<file path="config.mk">
export PLATFORM = sky130hd
export DESIGN_NAME = register_write_command_parser_flat
export DESIGN_NICKNAME = d
export VERILOG_FILES = /design/src/rtl/rwcp_pkg.sv /design/src/rtl/rwcp_if.sv /design/src/rtl/rwcp_parser.sv /design/src/rtl/rwcp_out_reg.sv /design/src/rtl/register_write_command_parser.sv /design/src/flat_wrapper.sv
export SDC_FILE = /design/constraint.sdc
export NUM_CORES = 1
export LEC_CHECK = 0
export BUFFER_PORTS_ARGS = -buffer_cell sky130_fd_sc_hd__buf_2
export CAP_MARGIN = 20
export CORE_UTILIZATION = 49
export DETAILED_ROUTE_END_ITERATION = 16
export GPL_ROUTABILITY_DRIVEN = 1
export PLACE_DENSITY = 0.72
export SYNTH_ARGS = -nofsm -noshare
export SYNTH_HDL_FRONTEND = slang
export SYNTH_SLANG_ARGS = --single-unit
</file>
<file path="constraint.sdc">
create_clock -name clk -period 4.1 [get_ports clk]
set_clock_uncertainty 0.15 [all_clocks]
set_input_delay 0.205 -clock clk [delete_from_list [all_inputs] [get_ports clk]]
set_output_delay 0.205 -clock clk [all_outputs]
set_load 0.005 [all_outputs]
</file>
<file path="src/rtl/rwcp_pkg.sv">
// Package for the register write command parser: field widths, character
// codes, parser state type, result struct and the hex digit decoder.
// No dependencies.
`default_nettype none

package rwcp_pkg;

  // Field widths.
  localparam int unsigned CHAR_W      = 8;
  localparam int unsigned REG_NUM_W   = 4;
  localparam int unsigned REG_ADDR_W  = 8;
  localparam int unsigned DEV_ADDR_W  = 7;
  localparam int unsigned VALUE_W     = 8;
  localparam int unsigned CFG_IDX_W   = 8;
  localparam int unsigned CFG_DATA_W  = 8;

  // Default number of control registers.
  localparam int unsigned NUM_CONTROL_REGS_DEF = 9;

  // Character codes.
  localparam logic [CHAR_W-1:0] CH_C_UPPER = 8'h43;
  localparam logic [CHAR_W-1:0] CH_C_LOWER = 8'h63;
  localparam logic [CHAR_W-1:0] CH_EQUALS  = 8'h3D;
  localparam logic [CHAR_W-1:0] CH_CR      = 8'h0D;
  localparam logic [CHAR_W-1:0] CH_ZERO    = 8'h30;
  localparam logic [CHAR_W-1:0] CH_ONE     = 8'h31;
  localparam logic [CHAR_W-1:0] CH_NINE    = 8'h39;
  localparam logic [CHAR_W-1:0] CH_A_UPPER = 8'h41;
  localparam logic [CHAR_W-1:0] CH_F_UPPER = 8'h46;
  localparam logic [CHAR_W-1:0] CH_A_LOWER = 8'h61;
  localparam logic [CHAR_W-1:0] CH_F_LOWER = 8'h66;

  // Configuration register indexes.
  localparam logic [CFG_IDX_W-1:0] CFG_BASE_ADDR = 8'd0;
  localparam logic [CFG_IDX_W-1:0] CFG_DEV_ADDR  = 8'd1;

  // Parser states.
  typedef enum logic [2:0] {
    PS_IDLE   = 3'd0,
    PS_LETTER = 3'd1,
    PS_DIGIT  = 3'd2,
    PS_EQUALS = 3'd3,
    PS_HEX1   = 3'd4,
    PS_HEX2   = 3'd5
  } parse_state_t;

  // One bus write.
  typedef struct packed {
    logic [REG_NUM_W-1:0]  register_number;
    logic [REG_ADDR_W-1:0] register_address;
    logic [DEV_ADDR_W-1:0] device_address;
    logic [VALUE_W-1:0]    write_value;
  } result_t;

  // Decoded hex digit.
  typedef struct packed {
    logic       ok;
    logic [3:0] nib;
  } hex_t;

  // Decode 0-9, A-F and a-f into a nibble.
  function automatic hex_t hex_decode(input logic [CHAR_W-1:0] ch);
    hex_t h;
    h.ok  = 1'b0;
    h.nib = 4'd0;
    if (ch >= CH_ZERO && ch <= CH_NINE) begin
      h.ok  = 1'b1;
      h.nib = ch[3:0];
    end else if ((ch >= CH_A_UPPER && ch <= CH_F_UPPER) ||
                 (ch >= CH_A_LOWER && ch <= CH_F_LOWER)) begin
      // Letters A..F have low bits 1..6; add 9 to get 10..15.
      h.ok  = 1'b1;
      h.nib = ch[3:0] + 4'd9;
    end
    return h;
  endfunction

endpackage

`default_nettype wire

</file>
<file path="src/rtl/rwcp_if.sv">
// Handshake interfaces for the received character channel, the write
// result channel and the configuration write channel. Uses rwcp_pkg.
`default_nettype none

interface rwcp_rx_if;
  logic                         valid;
  logic                         ready;
  logic [rwcp_pkg::CHAR_W-1:0]  rx_char;
  modport source (output valid, output rx_char, input ready);
  modport sink   (input valid, input rx_char, output ready);
endinterface

interface rwcp_wr_if;
  logic                             valid;
  logic                             ready;
  logic [rwcp_pkg::REG_NUM_W-1:0]   register_number;
  logic [rwcp_pkg::REG_ADDR_W-1:0]  register_address;
  logic [rwcp_pkg::DEV_ADDR_W-1:0]  device_address;
  logic [rwcp_pkg::VALUE_W-1:0]     write_value;
  modport source (output valid, output register_number, output register_address,
                  output device_address, output write_value, input ready);
  modport sink   (input valid, input register_number, input register_address,
                  input device_address, input write_value, output ready);
endinterface

interface rwcp_cfg_if;
  logic                             valid;
  logic                             ready;
  logic [rwcp_pkg::CFG_IDX_W-1:0]   index;
  logic [rwcp_pkg::CFG_DATA_W-1:0]  data;
  modport source (output valid, output index, output data, input ready);
  modport sink   (input valid, input index, input data, output ready);
endinterface

`default_nettype wire

</file>
<file path="src/rtl/rwcp_parser.sv">
// Character parser: state machine plus held register number and value.
// Produces one write result on the carriage return that ends a command.
// Uses rwcp_pkg.
`default_nettype none

module rwcp_parser #(
  parameter int unsigned NUM_CONTROL_REGS = rwcp_pkg::NUM_CONTROL_REGS_DEF
) (
  input  wire logic                               clk,
  input  wire logic                               rst,
  input  wire logic                               accept,
  input  wire logic [rwcp_pkg::CHAR_W-1:0]        rx_char,
  input  wire logic [rwcp_pkg::REG_ADDR_W-1:0]    base_addr,
  input  wire logic [rwcp_pkg::DEV_ADDR_W-1:0]    dev_addr,
  output logic                                    issue,
  output rwcp_pkg::result_t                       result
);

  localparam logic [rwcp_pkg::CHAR_W-1:0] LastDigit =
    rwcp_pkg::CH_ZERO + rwcp_pkg::CHAR_W'(NUM_CONTROL_REGS);

  rwcp_pkg::parse_state_t state, state_next;
  logic [rwcp_pkg::REG_NUM_W-1:0] held_num;
  logic [rwcp_pkg::VALUE_W-1:0]   held_value;

  rwcp_pkg::hex_t hex;
  logic is_letter, is_digit;
  logic load_num, load_hi, load_lo;

  assign hex       = rwcp_pkg::hex_decode(rx_char);
  assign is_letter = (rx_char == rwcp_pkg::CH_C_UPPER) || (rx_char == rwcp_pkg::CH_C_LOWER);
  assign is_digit  = (rx_char >= rwcp_pkg::CH_ONE) && (rx_char <= LastDigit);

  // Next state: any unexpected character goes back to idle.
  always_comb begin
    state_next = rwcp_pkg::PS_IDLE;
    unique case (state)
      rwcp_pkg::PS_IDLE:   if (is_letter) state_next = rwcp_pkg::PS_LETTER;
      rwcp_pkg::PS_LETTER: if (is_digit) state_next = rwcp_pkg::PS_DIGIT;
      rwcp_pkg::PS_DIGIT:  if (rx_char == rwcp_pkg::CH_EQUALS) state_next = rwcp_pkg::PS_EQUALS;
      rwcp_pkg::PS_EQUALS: if (hex.ok) state_next = rwcp_pkg::PS_HEX1;
      rwcp_pkg::PS_HEX1:   if (hex.ok) state_next = rwcp_pkg::PS_HEX2;
      default:             state_next = rwcp_pkg::PS_IDLE;
    endcase
  end

  // Outputs of the state machine.
  always_comb begin
    load_num = 1'b0;
    load_hi  = 1'b0;
    load_lo  = 1'b0;
    issue    = 1'b0;
    unique case (state)
      rwcp_pkg::PS_LETTER: load_num = accept && is_digit;
      rwcp_pkg::PS_EQUALS: load_hi  = accept && hex.ok;
      rwcp_pkg::PS_HEX1:   load_lo  = accept && hex.ok;
      rwcp_pkg::PS_HEX2:   issue    = accept && (rx_char == rwcp_pkg::CH_CR) &&
                                      (held_num != '0) &&
                                      (held_num <= rwcp_pkg::REG_NUM_W'(NUM_CONTROL_REGS));
      default: ;
    endcase
  end

  // State and held fields.
  always_ff @(posedge clk) begin
    if (rst) begin
      state      <= rwcp_pkg::PS_IDLE;
      held_num   <= '0;
      held_value <= '0;
    end else if (accept) begin
      state <= state_next;
      if (load_num) held_num <= rx_char[3:0];
      if (load_hi)  held_value <= {hex.nib, 4'd0};
      if (load_lo)  held_value <= {held_value[7:4], hex.nib};
    end
  end

  // Result fields; address wraps at eight bits.
  always_comb begin
    result.register_number  = held_num;
    result.register_address = base_addr + rwcp_pkg::REG_ADDR_W'(held_num) - 8'd1;
    result.device_address   = dev_addr;
    result.write_value      = held_value;
  end

endmodule

`default_nettype wire

</file>
<file path="src/rtl/rwcp_out_reg.sv">
// Output register for write results with valid/ready handshake.
// Uses rwcp_pkg and rwcp_wr_if.
`default_nettype none

module rwcp_out_reg (
  input  wire logic              clk,
  input  wire logic              rst,
  input  wire logic              load,
  input  wire rwcp_pkg::result_t result,
  output logic                   can_load,
  rwcp_wr_if.source              wr
);

  logic              valid;
  rwcp_pkg::result_t data;

  // A new result may enter when the register is empty or being drained.
  assign can_load = !valid || wr.ready;

  always_ff @(posedge clk) begin
    if (rst) begin
      valid <= 1'b0;
    end else if (load) begin
      valid <= 1'b1;
    end else if (wr.ready) begin
      valid <= 1'b0;
    end
  end

  always_ff @(posedge clk) begin
    if (load) data <= result;
  end

  assign wr.valid            = valid;
  assign wr.register_number  = data.register_number;
  assign wr.register_address = data.register_address;
  assign wr.device_address   = data.device_address;
  assign wr.write_value      = data.write_value;

endmodule

`default_nettype wire

</file>
<file path="src/rtl/register_write_command_parser.sv">
// Register write command parser.
// Each item on rx is one received character. Commands have the form
// C or c, a register digit 1..NUM_CONTROL_REGS, '=', two hex digits and a
// carriage return. The carriage return that completes a command yields one
// item on wr: register number, bus register address (base + n - 1, mod 256),
// device address and the byte value. Any unexpected character returns the
// parser to idle without a result.
// Configuration: cfg writes index 0 (control base address) and index 1
// (target device address); cfg is always ready. Write only while idle.
// Throughput: one character per cycle while rx.ready is high. A result appears on wr in
// the cycle after the carriage return is accepted, held in a single output register.
// When the receiver stalls wr, rx.ready drops only while a result waits
// and the receiver is not taking it; rx.ready does not depend on parser state.
// Reset (rst, synchronous) puts the parser in idle, clears held fields,
// configuration and the shadow copy of the control registers, and empties
// the output register.
// Depends on rwcp_pkg, rwcp_if, rwcp_parser and rwcp_out_reg.
`default_nettype none

module register_write_command_parser #(
  parameter int unsigned NUM_CONTROL_REGS = rwcp_pkg::NUM_CONTROL_REGS_DEF
) (
  input  wire logic  clk,
  input  wire logic  rst,
  rwcp_rx_if.sink    rx,
  rwcp_wr_if.source  wr,
  rwcp_cfg_if.sink   cfg
);

  localparam int unsigned IdxW = (NUM_CONTROL_REGS > 1) ? $clog2(NUM_CONTROL_REGS) : 1;

  logic [rwcp_pkg::REG_ADDR_W-1:0] base_addr;
  logic [rwcp_pkg::DEV_ADDR_W-1:0] dev_addr;
  logic [rwcp_pkg::VALUE_W-1:0]    shadow [NUM_CONTROL_REGS];

  logic              accept, issue, can_load;
  rwcp_pkg::result_t result;
  logic [IdxW-1:0]   shadow_idx;

  // Configuration registers.
  assign cfg.ready = 1'b1;

  always_ff @(posedge clk) begin
    if (rst) begin
      base_addr <= '0;
      dev_addr  <= '0;
    end else if (cfg.valid) begin
      unique case (cfg.index)
        rwcp_pkg::CFG_BASE_ADDR: base_addr <= cfg.data;
        rwcp_pkg::CFG_DEV_ADDR:  dev_addr  <= cfg.data[rwcp_pkg::DEV_ADDR_W-1:0];
        default: ;
      endcase
    end
  end

  // Input handshake.
  assign rx.ready = can_load;
  assign accept   = rx.valid && rx.ready;

  rwcp_parser #(
    .NUM_CONTROL_REGS(NUM_CONTROL_REGS)
  ) u_parser (
    .clk       (clk),
    .rst       (rst),
    .accept    (accept),
    .rx_char   (rx.rx_char),
    .base_addr (base_addr),
    .dev_addr  (dev_addr),
    .issue     (issue),
    .result    (result)
  );

  rwcp_out_reg u_out (
    .clk      (clk),
    .rst      (rst),
    .load     (issue),
    .result   (result),
    .can_load (can_load),
    .wr       (wr)
  );

  // Shadow copy of the control registers, updated on each write.
  assign shadow_idx = IdxW'(result.register_number - 4'd1);

  always_ff @(posedge clk) begin
    if (rst) begin
      for (int k = 0; k < NUM_CONTROL_REGS; k++) shadow[k] <= '0;
    end else if (issue) begin
      shadow[shadow_idx] <= result.write_value;
    end
  end

  // Checks.
  a_num_range: assert property (@(posedge clk) disable iff (rst)
    wr.valid |-> (wr.register_number != '0) &&
                 (wr.register_number <= rwcp_pkg::REG_NUM_W'(NUM_CONTROL_REGS)))
    else $error("write result register number out of range");

  a_addr_match: assert property (@(posedge clk) disable iff (rst)
    wr.valid |-> wr.register_address ==
                 base_addr + rwcp_pkg::REG_ADDR_W'(wr.register_number) - 8'd1)
    else $error("write result address does not match base and number");

  a_shadow_upd: assert property (@(posedge clk) disable iff (rst)
    issue |=> shadow[$past(shadow_idx)] == wr.write_value)
    else $error("shadow copy not updated with issued value");

  a_stall_only_full: assert property (@(posedge clk) disable iff (rst)
    !rx.ready |-> wr.valid && !wr.ready)
    else $error("input stalled without a pending result");

endmodule

`default_nettype wire

</file>
<file path="src/flat_wrapper.sv">
// flat-port wrapper written by rule: the top's interface ports become plain ports
module register_write_command_parser_flat 
#(
  parameter int unsigned NUM_CONTROL_REGS = rwcp_pkg::NUM_CONTROL_REGS_DEF
)
  (clk, rst, rx_valid, rx_rx_char, rx_ready, wr_valid, wr_register_number, wr_register_address, wr_device_address, wr_write_value, wr_ready, cfg_valid, cfg_index, cfg_data, cfg_ready);
  rwcp_rx_if rx_i ();
  rwcp_wr_if wr_i ();
  rwcp_cfg_if cfg_i ();
  input  wire logic clk;
  input  wire logic rst;
  input wire logic [$bits(rx_i.valid)-1:0] rx_valid;
  input wire logic [$bits(rx_i.rx_char)-1:0] rx_rx_char;
  output wire logic [$bits(rx_i.ready)-1:0] rx_ready;
  output wire logic [$bits(wr_i.valid)-1:0] wr_valid;
  output wire logic [$bits(wr_i.register_number)-1:0] wr_register_number;
  output wire logic [$bits(wr_i.register_address)-1:0] wr_register_address;
  output wire logic [$bits(wr_i.device_address)-1:0] wr_device_address;
  output wire logic [$bits(wr_i.write_value)-1:0] wr_write_value;
  input wire logic [$bits(wr_i.ready)-1:0] wr_ready;
  input wire logic [$bits(cfg_i.valid)-1:0] cfg_valid;
  input wire logic [$bits(cfg_i.index)-1:0] cfg_index;
  input wire logic [$bits(cfg_i.data)-1:0] cfg_data;
  output wire logic [$bits(cfg_i.ready)-1:0] cfg_ready;
  assign rx_i.valid = rx_valid;
  assign rx_i.rx_char = rx_rx_char;
  assign rx_ready = rx_i.ready;
  assign wr_valid = wr_i.valid;
  assign wr_register_number = wr_i.register_number;
  assign wr_register_address = wr_i.register_address;
  assign wr_device_address = wr_i.device_address;
  assign wr_write_value = wr_i.write_value;
  assign wr_i.ready = wr_ready;
  assign cfg_i.valid = cfg_valid;
  assign cfg_i.index = cfg_index;
  assign cfg_i.data = cfg_data;
  assign cfg_ready = cfg_i.ready;
  register_write_command_parser #(.NUM_CONTROL_REGS(NUM_CONTROL_REGS)) u_core (.clk(clk), .rst(rst), .rx(rx_i), .wr(wr_i), .cfg(cfg_i));
endmodule
</file>
* After elaboration in Yosys (flattened, before gate mapping)
Cells that the tools add are included.
Cells by class: shifts and indexed selects 0, reduce and logical (&&, ||, !) cells 24, eq/ne operators 10, div/mod/pow operators 0, multiply operators 0, bitwise operators 1, $add $sub $neg 3, magnitude comparators 8, multiplexer cells 16
Operators with widths (count):
- equality test 8 x 7 -> 1 bit, second input constant | 2
- greater-or-equal comparator 8 x 6 -> 1 bit, second input constant | 2
- greater-or-equal comparator 8 x 7 -> 1 bit, second input constant | 2
- <= comparator 8 x 7 -> 1 bit, second input constant | 2
- one-hot mux 3 bit (5 select lines) | 1
- logical AND 1 bit | 10
- 2-to-1 mux 5 bit | 2
- adder 8 x 4 -> 8 bit | 1
- equality test 8 x 1 -> 1 bit, second input constant | 1
- equality test 8 x 4 -> 1 bit, second input constant | 1
- equality test 8 x 6 -> 1 bit, second input constant | 1
- <= comparator 8 x 6 -> 1 bit, second input constant | 1
- logical NOT 8 bit | 1
- 2-to-1 mux 4 bit | 2
- AND reduction 2 bit | 4
- subtractor 8 x 1 -> 8 bit, second input constant | 1
- 2-to-1 mux 1 bit | 7
- equality test 3 x 2 -> 1 bit, second input constant | 2
- equality test 3 bit, second input constant | 2
- 2-to-1 mux 3 bit | 2
- adder 4 bit, second input constant | 1
- <= comparator 4 bit, second input constant | 1
- 2-to-1 mux 2 bit | 2
- nonzero test 2 bit | 2
- other kinds (7) | 9
Storage, ports and cells: output and inout port bits 30, ROM bits 0, latch bits 0, memory bits (writable) 0, logic and storage cells 73, register bits after elaboration 58, memories 0

* Logic depth before layout (Yosys ltp)
depth after elaboration 9, depth in mapped cells 10

* By module
From an unflattened synthesis, not the netlist that was laid out.
Unflattened totals: cells, all modules 277, area, all modules 2972.9 µm²
Modules (own cells, without submodules):
- rwcp_parser | cells each 178, sequential area each 300.3 µm², times used 1, area each 1427.6 µm²
- rwcp_out_reg | cells each 31, sequential area each 830.8 µm², times used 1, area each 857.1 µm²
- register_write_command_parser | cells each 68, sequential area each 300.3 µm², times used 1, area each 688.2 µm²

* Worst setup path before layout
No wires, ideal clock.
path kind input to register, start point input port rx_rx_char[6], end point register u_core.u_out.data, in the netlist u_core.u_out.wr.device_address[0], enable pin, setup slack 0.023 ns, stages on the path 2, data required time 3.467 ns, data arrival time 3.444 ns, setup time 0.483 ns, path through or4_1 nor4_1
On the way: longest elaborated chain between the ends 5
Ends and longest elaborated chain:
- start, declared | line flat_wrapper.sv:13 | input wire logic [$bits(rx_i.rx_char)-1:0] rx_rx_char;
- equality test 8 x 4 -> 1 bit | line rwcp_parser.sv:57 | rwcp_pkg::PS_HEX2: issue = accept && (rx_char == rwcp_pkg::CH_CR) &&
- logical AND 1 bit (2 in a row) | line rwcp_parser.sv:57
- logical AND 1 bit | line rwcp_parser.sv:58 | (held_num != '0) &&
- 2-to-1 mux 1 bit | line rwcp_parser.sv:53 | unique case (state)
- named net u_core.issue | line register_write_command_parser.sv:36 | logic accept, issue, can_load;
- end signal, assigned | line rwcp_out_reg.sv:31 | if (load) data <= result;
- end, declared | line rwcp_out_reg.sv:15 | rwcp_pkg::result_t data;
The timed path passes the listed nets, and every way through them passes these cells. A chain may end at the register's enable or synchronous reset.

==> results.cfg <==
[clock_network]
cts_max_level = 3
clock_tree_from_tritoncts = yes
clockRootBuffer = clkbuf_8
clk_path_buf_depth = 2
cts.reportedPaths.clkPinSlew_ns = 0.06
cts-hold-fix-buffers = 8
cts.repair_timing.setup_buffer_count = 0
post_cts_resized = 0
cts_inserted_buffers = 9
clock_sink_count = 58
worstSkewPairLatency_ns = 0.33

[die]
floorplan.die_area_um2 = 6190
floorplan.core_area_um2 = 5570
floorplan.initialDensity_pct = 51.7
die_width_um = 78.7
rows = 27
design.portCount = 59
fp.dieH_um = 78.7

[synthesis]
synthesis.area_per_instance_um2 = 10.8
seq_area_frac_synth_pct = 49.7
total_number_of_yosys_warnings = 0
postSynth.topFlopCell = dfxtp_1
synthArstFlopShare_pct = 0
synthesis.area_um2 = 2880
post_synth_edffs = 27
synth_cells = 268
synth_seq_cells = 58
syn-num-nets = 312
netlist-cell-type-count = 58

[pwr]
seqPwrFrac_pct = 47.1
power.clock.fraction_pct = 47.3
power_frac_comb_pct = 5.6
power.density_nw_per_um2 = 364
internal_power_w = 0.00103
totalPowerFinal_w = 0.00129
ir_drop_uv = 232
p_switching_w = 0.000261
switching_share_pct = 20.2
cellLeakagePower_nw = 1.47

[placement]
numPortBuffers = 57
post-place-ws_ns = 1.78
place.detailed.hpwl_um = 4070
detailed_place.area_um2 = 3230
place_inst = 389
place.gp.congestion = 0.883

[timing]
timing.slew.headroom_pct = 64.3
setup-tns-final_ns = 0
max_slew.worst_pin.slew_ns = 0.529
final.min_clock_period_ns = 2.36
rsz_0062_raised_after_global_routing = false
final.setup.worst_slack_ns = 1.74
post-route-period-util_pct = 57.5
fmaxAchievable_ghz = 0.424
timing_hold_violations_final = 0
finish_stage_setup_viols = 0
report.final.slew_viol_count = 0

[critical_path]
worstRegToRegCells = 8
critical_path.endpoint = u_core.u_out.wr.register_address[6]
end_kind = flop
worstReg2RegStart = u_core.u_parser.held_num[2]
timing.rr.end = u_core.u_out.wr.register_address[6]
worst_path_arrival_ns = 2.38
rrSetupSlack_ns = 1.74
critical_path.startpoint_type = flop
critical_path.startpoint = u_core.u_parser.held_num[2]
crit_type = reg2reg
cp_data_required_time_ns = 4.12
timing.critical_path.fanout_max = 5

[detailed_routing]
post_detailed_route_wirelength_per_cell_um = 13.7
wl_um = 5650
drtPass1Iterations = 4
route.detailed.drc = 0
num_vias = 2200
final_antenna_net_count = 0
detailedRoute.firstIterationViolations = 76
vias_per_cell = 5.33

[global_route]
grt_antenna_before_repair = 0
grt_use_total_pct = 20.2
grt_pass1_wl_um = 9440
pin_count_of_the_biggest_net_entering_global_routing = 26
first_global_vias = 2131
overflow = 0

[hold_path]
hold_removal_path_class = in2reg

[flow_run]
max_cap_violations = 0

[cells_and_area]
post_route_cells_drive_above_1_share_pct = 24.9
area_growth_pct = 23.0
num_antenna_cells = 0
final_design_area_no_fill_um2 = 3540
stdcell_count = 413
fin_nets = 380

[status]
outcome = complete, no violations
## sequential cells by signal, summed over array words and instances (netlist names), 3 cells and up
signal and flops:
u_core.u_out.wr.register_number 4, u_core.dev_addr 7, u_core.u_out.wr.device_address 7, u_core.u_out.wr.write_value 8, u_core.u_parser.held_num 4, u_core.u_parser.held_value 8, u_core.u_parser.state 3, u_core.base_addr 8
u_core.u_out.wr.register_address 8
## kinds of logic after synthesis
group	share of synthesized area (%)
AO/OA/AOI/OAI	12.5
XOR/XNOR	0.912
adder cells (fa/ha/maj)	6.77
buffers and inverters	6.21
flip-flops	49.7
multiplexers	8.42
other	0.130
AND/OR/NAND/NOR	15.5
## worst min-delay path by stage
stage,from,end,slack (ns),cells past startpoint
after detailed placement,u_core.u_parser.held_value[7],u_core.u_out.wr.write_value[7],0.26,0
after global routing,wr_ready,u_core.u_out.wr.valid,0.05,3
after global placement,u_core.u_parser.held_value[7],u_core.u_out.wr.write_value[7],0.26,0
after floorplan,rx_rx_char[0],u_core.u_parser.held_num[0],0.20,2
after CTS,rx_rx_char[1],u_core.u_parser.held_num[1],0.04,3
final,rx_rx_char[1],u_core.u_parser.held_num[1],0.05,3
## synth_stat cells (all sizes together) (4+ instances only)
master	n	area share, %
o211ai	6	1.6
o21ai	6	1.2
nor2b	6	1.3
nor3	5	1.0
nand3	5	0.87
clkbuf	6	0.78
edfxtp	27	28
dfxtp	31	22
inv	34	4.4
buf	4	1.0
nand2	15	2.0
and3	4	0.87
nor2	20	2.6
mux2i	22	7.6
o32ai	4	1.2
ha	14	6.1
a31oi	5	1.1
o21a	4	1.0
## placed cells by master, fill, tap and decap left out, types with 2 or more instances in the layout
| master | netlist | final |
|---|---|---|
| buf_2 | 2 | 57 |
| clkinv_2 | 0 | 2 |
| o21ai_0 | 5 | 5 |
| a311oi_1 | 2 | 2 |
| xnor2_1 | 2 | 2 |
| dfxtp_1 | 31 | 31 |
| nor3_1 | 4 | 4 |
| edfxtp_1 | 27 | 27 |
| ha_1 | 14 | 14 |
| and3b_1 | 3 | 3 |
| o32ai_1 | 4 | 4 |
| or4_1 | 2 | 2 |
| inv_1 | 34 | 34 |
| a31oi_1 | 5 | 5 |
| clkbuf_8 | 0 | 10 |
| buf_4 | 1 | 2 |
| nand3_1 | 5 | 5 |
| nor2b_1 | 6 | 6 |
| o211ai_1 | 6 | 6 |
| nor3b_1 | 3 | 3 |
| nor2_1 | 20 | 20 |
| o21a_1 | 4 | 4 |
| mux2i_1 | 22 | 22 |
| bufinv_16 | 0 | 2 |
| nand2b_1 | 3 | 3 |
| mux2_2 | 2 | 2 |
| and3_1 | 4 | 4 |
| o2111ai_1 | 3 | 3 |
| nand2_1 | 15 | 15 |
| nor4_1 | 3 | 2 |
| dlygate4sd3_1 | 0 | 8 |
## cell type report
class	instances	area, um2
timing repair buffer	67	380
clock inverter	5	73.8
fill	484	2030
sequential	58	1430
multi-input combinational	166	1280
clock buffer	11	163
tap	72	90.1
inverter	34	128
## per-layer routing
layer	vias to the layer above	GRT usage (%)	wire [um]
met5	-	0	0
met4	0	10.0	110
met3	9	6.67	346
met2	73	32.3	2690
met1	1011	24.4	2500
li1	1107	-	-
## power groups by stage
stage	logic [W]	registers, W	clock network (W)
after floorplan	0.0000403	0.000618	0
after global placement	0.0000640	0.000619	0
after detailed placement	0.0000651	0.000620	0
after CTS	0.0000713	0.000607	0.000616
after global routing	0.0000788	0.000607	0.000643
final	0.0000717	0.000607	0.000610
## worst max-delay path: stages (launching register included)
cell and delay [ns]:
dfxtp_1 0.38, inv_1 0.06, ha_1 0.32, inv_1 0.06, ha_1 0.28, a21o_1 0.12, a21oi_1 0.10, or4b_2 0.62
o2111ai_1 0.11
## per-stage QoR
stage	hold slack, ns	utilization, %
3_5_place_dp	0.261	57.9
5_1_grt	0.0510	63.6
3_3_place_gp	0.257	57.9
6_report	0.0451	63.6
4_1_cts	0.0383	63.6
2_1_floorplan	0.197	-
(Power assumes the default switching activity.)
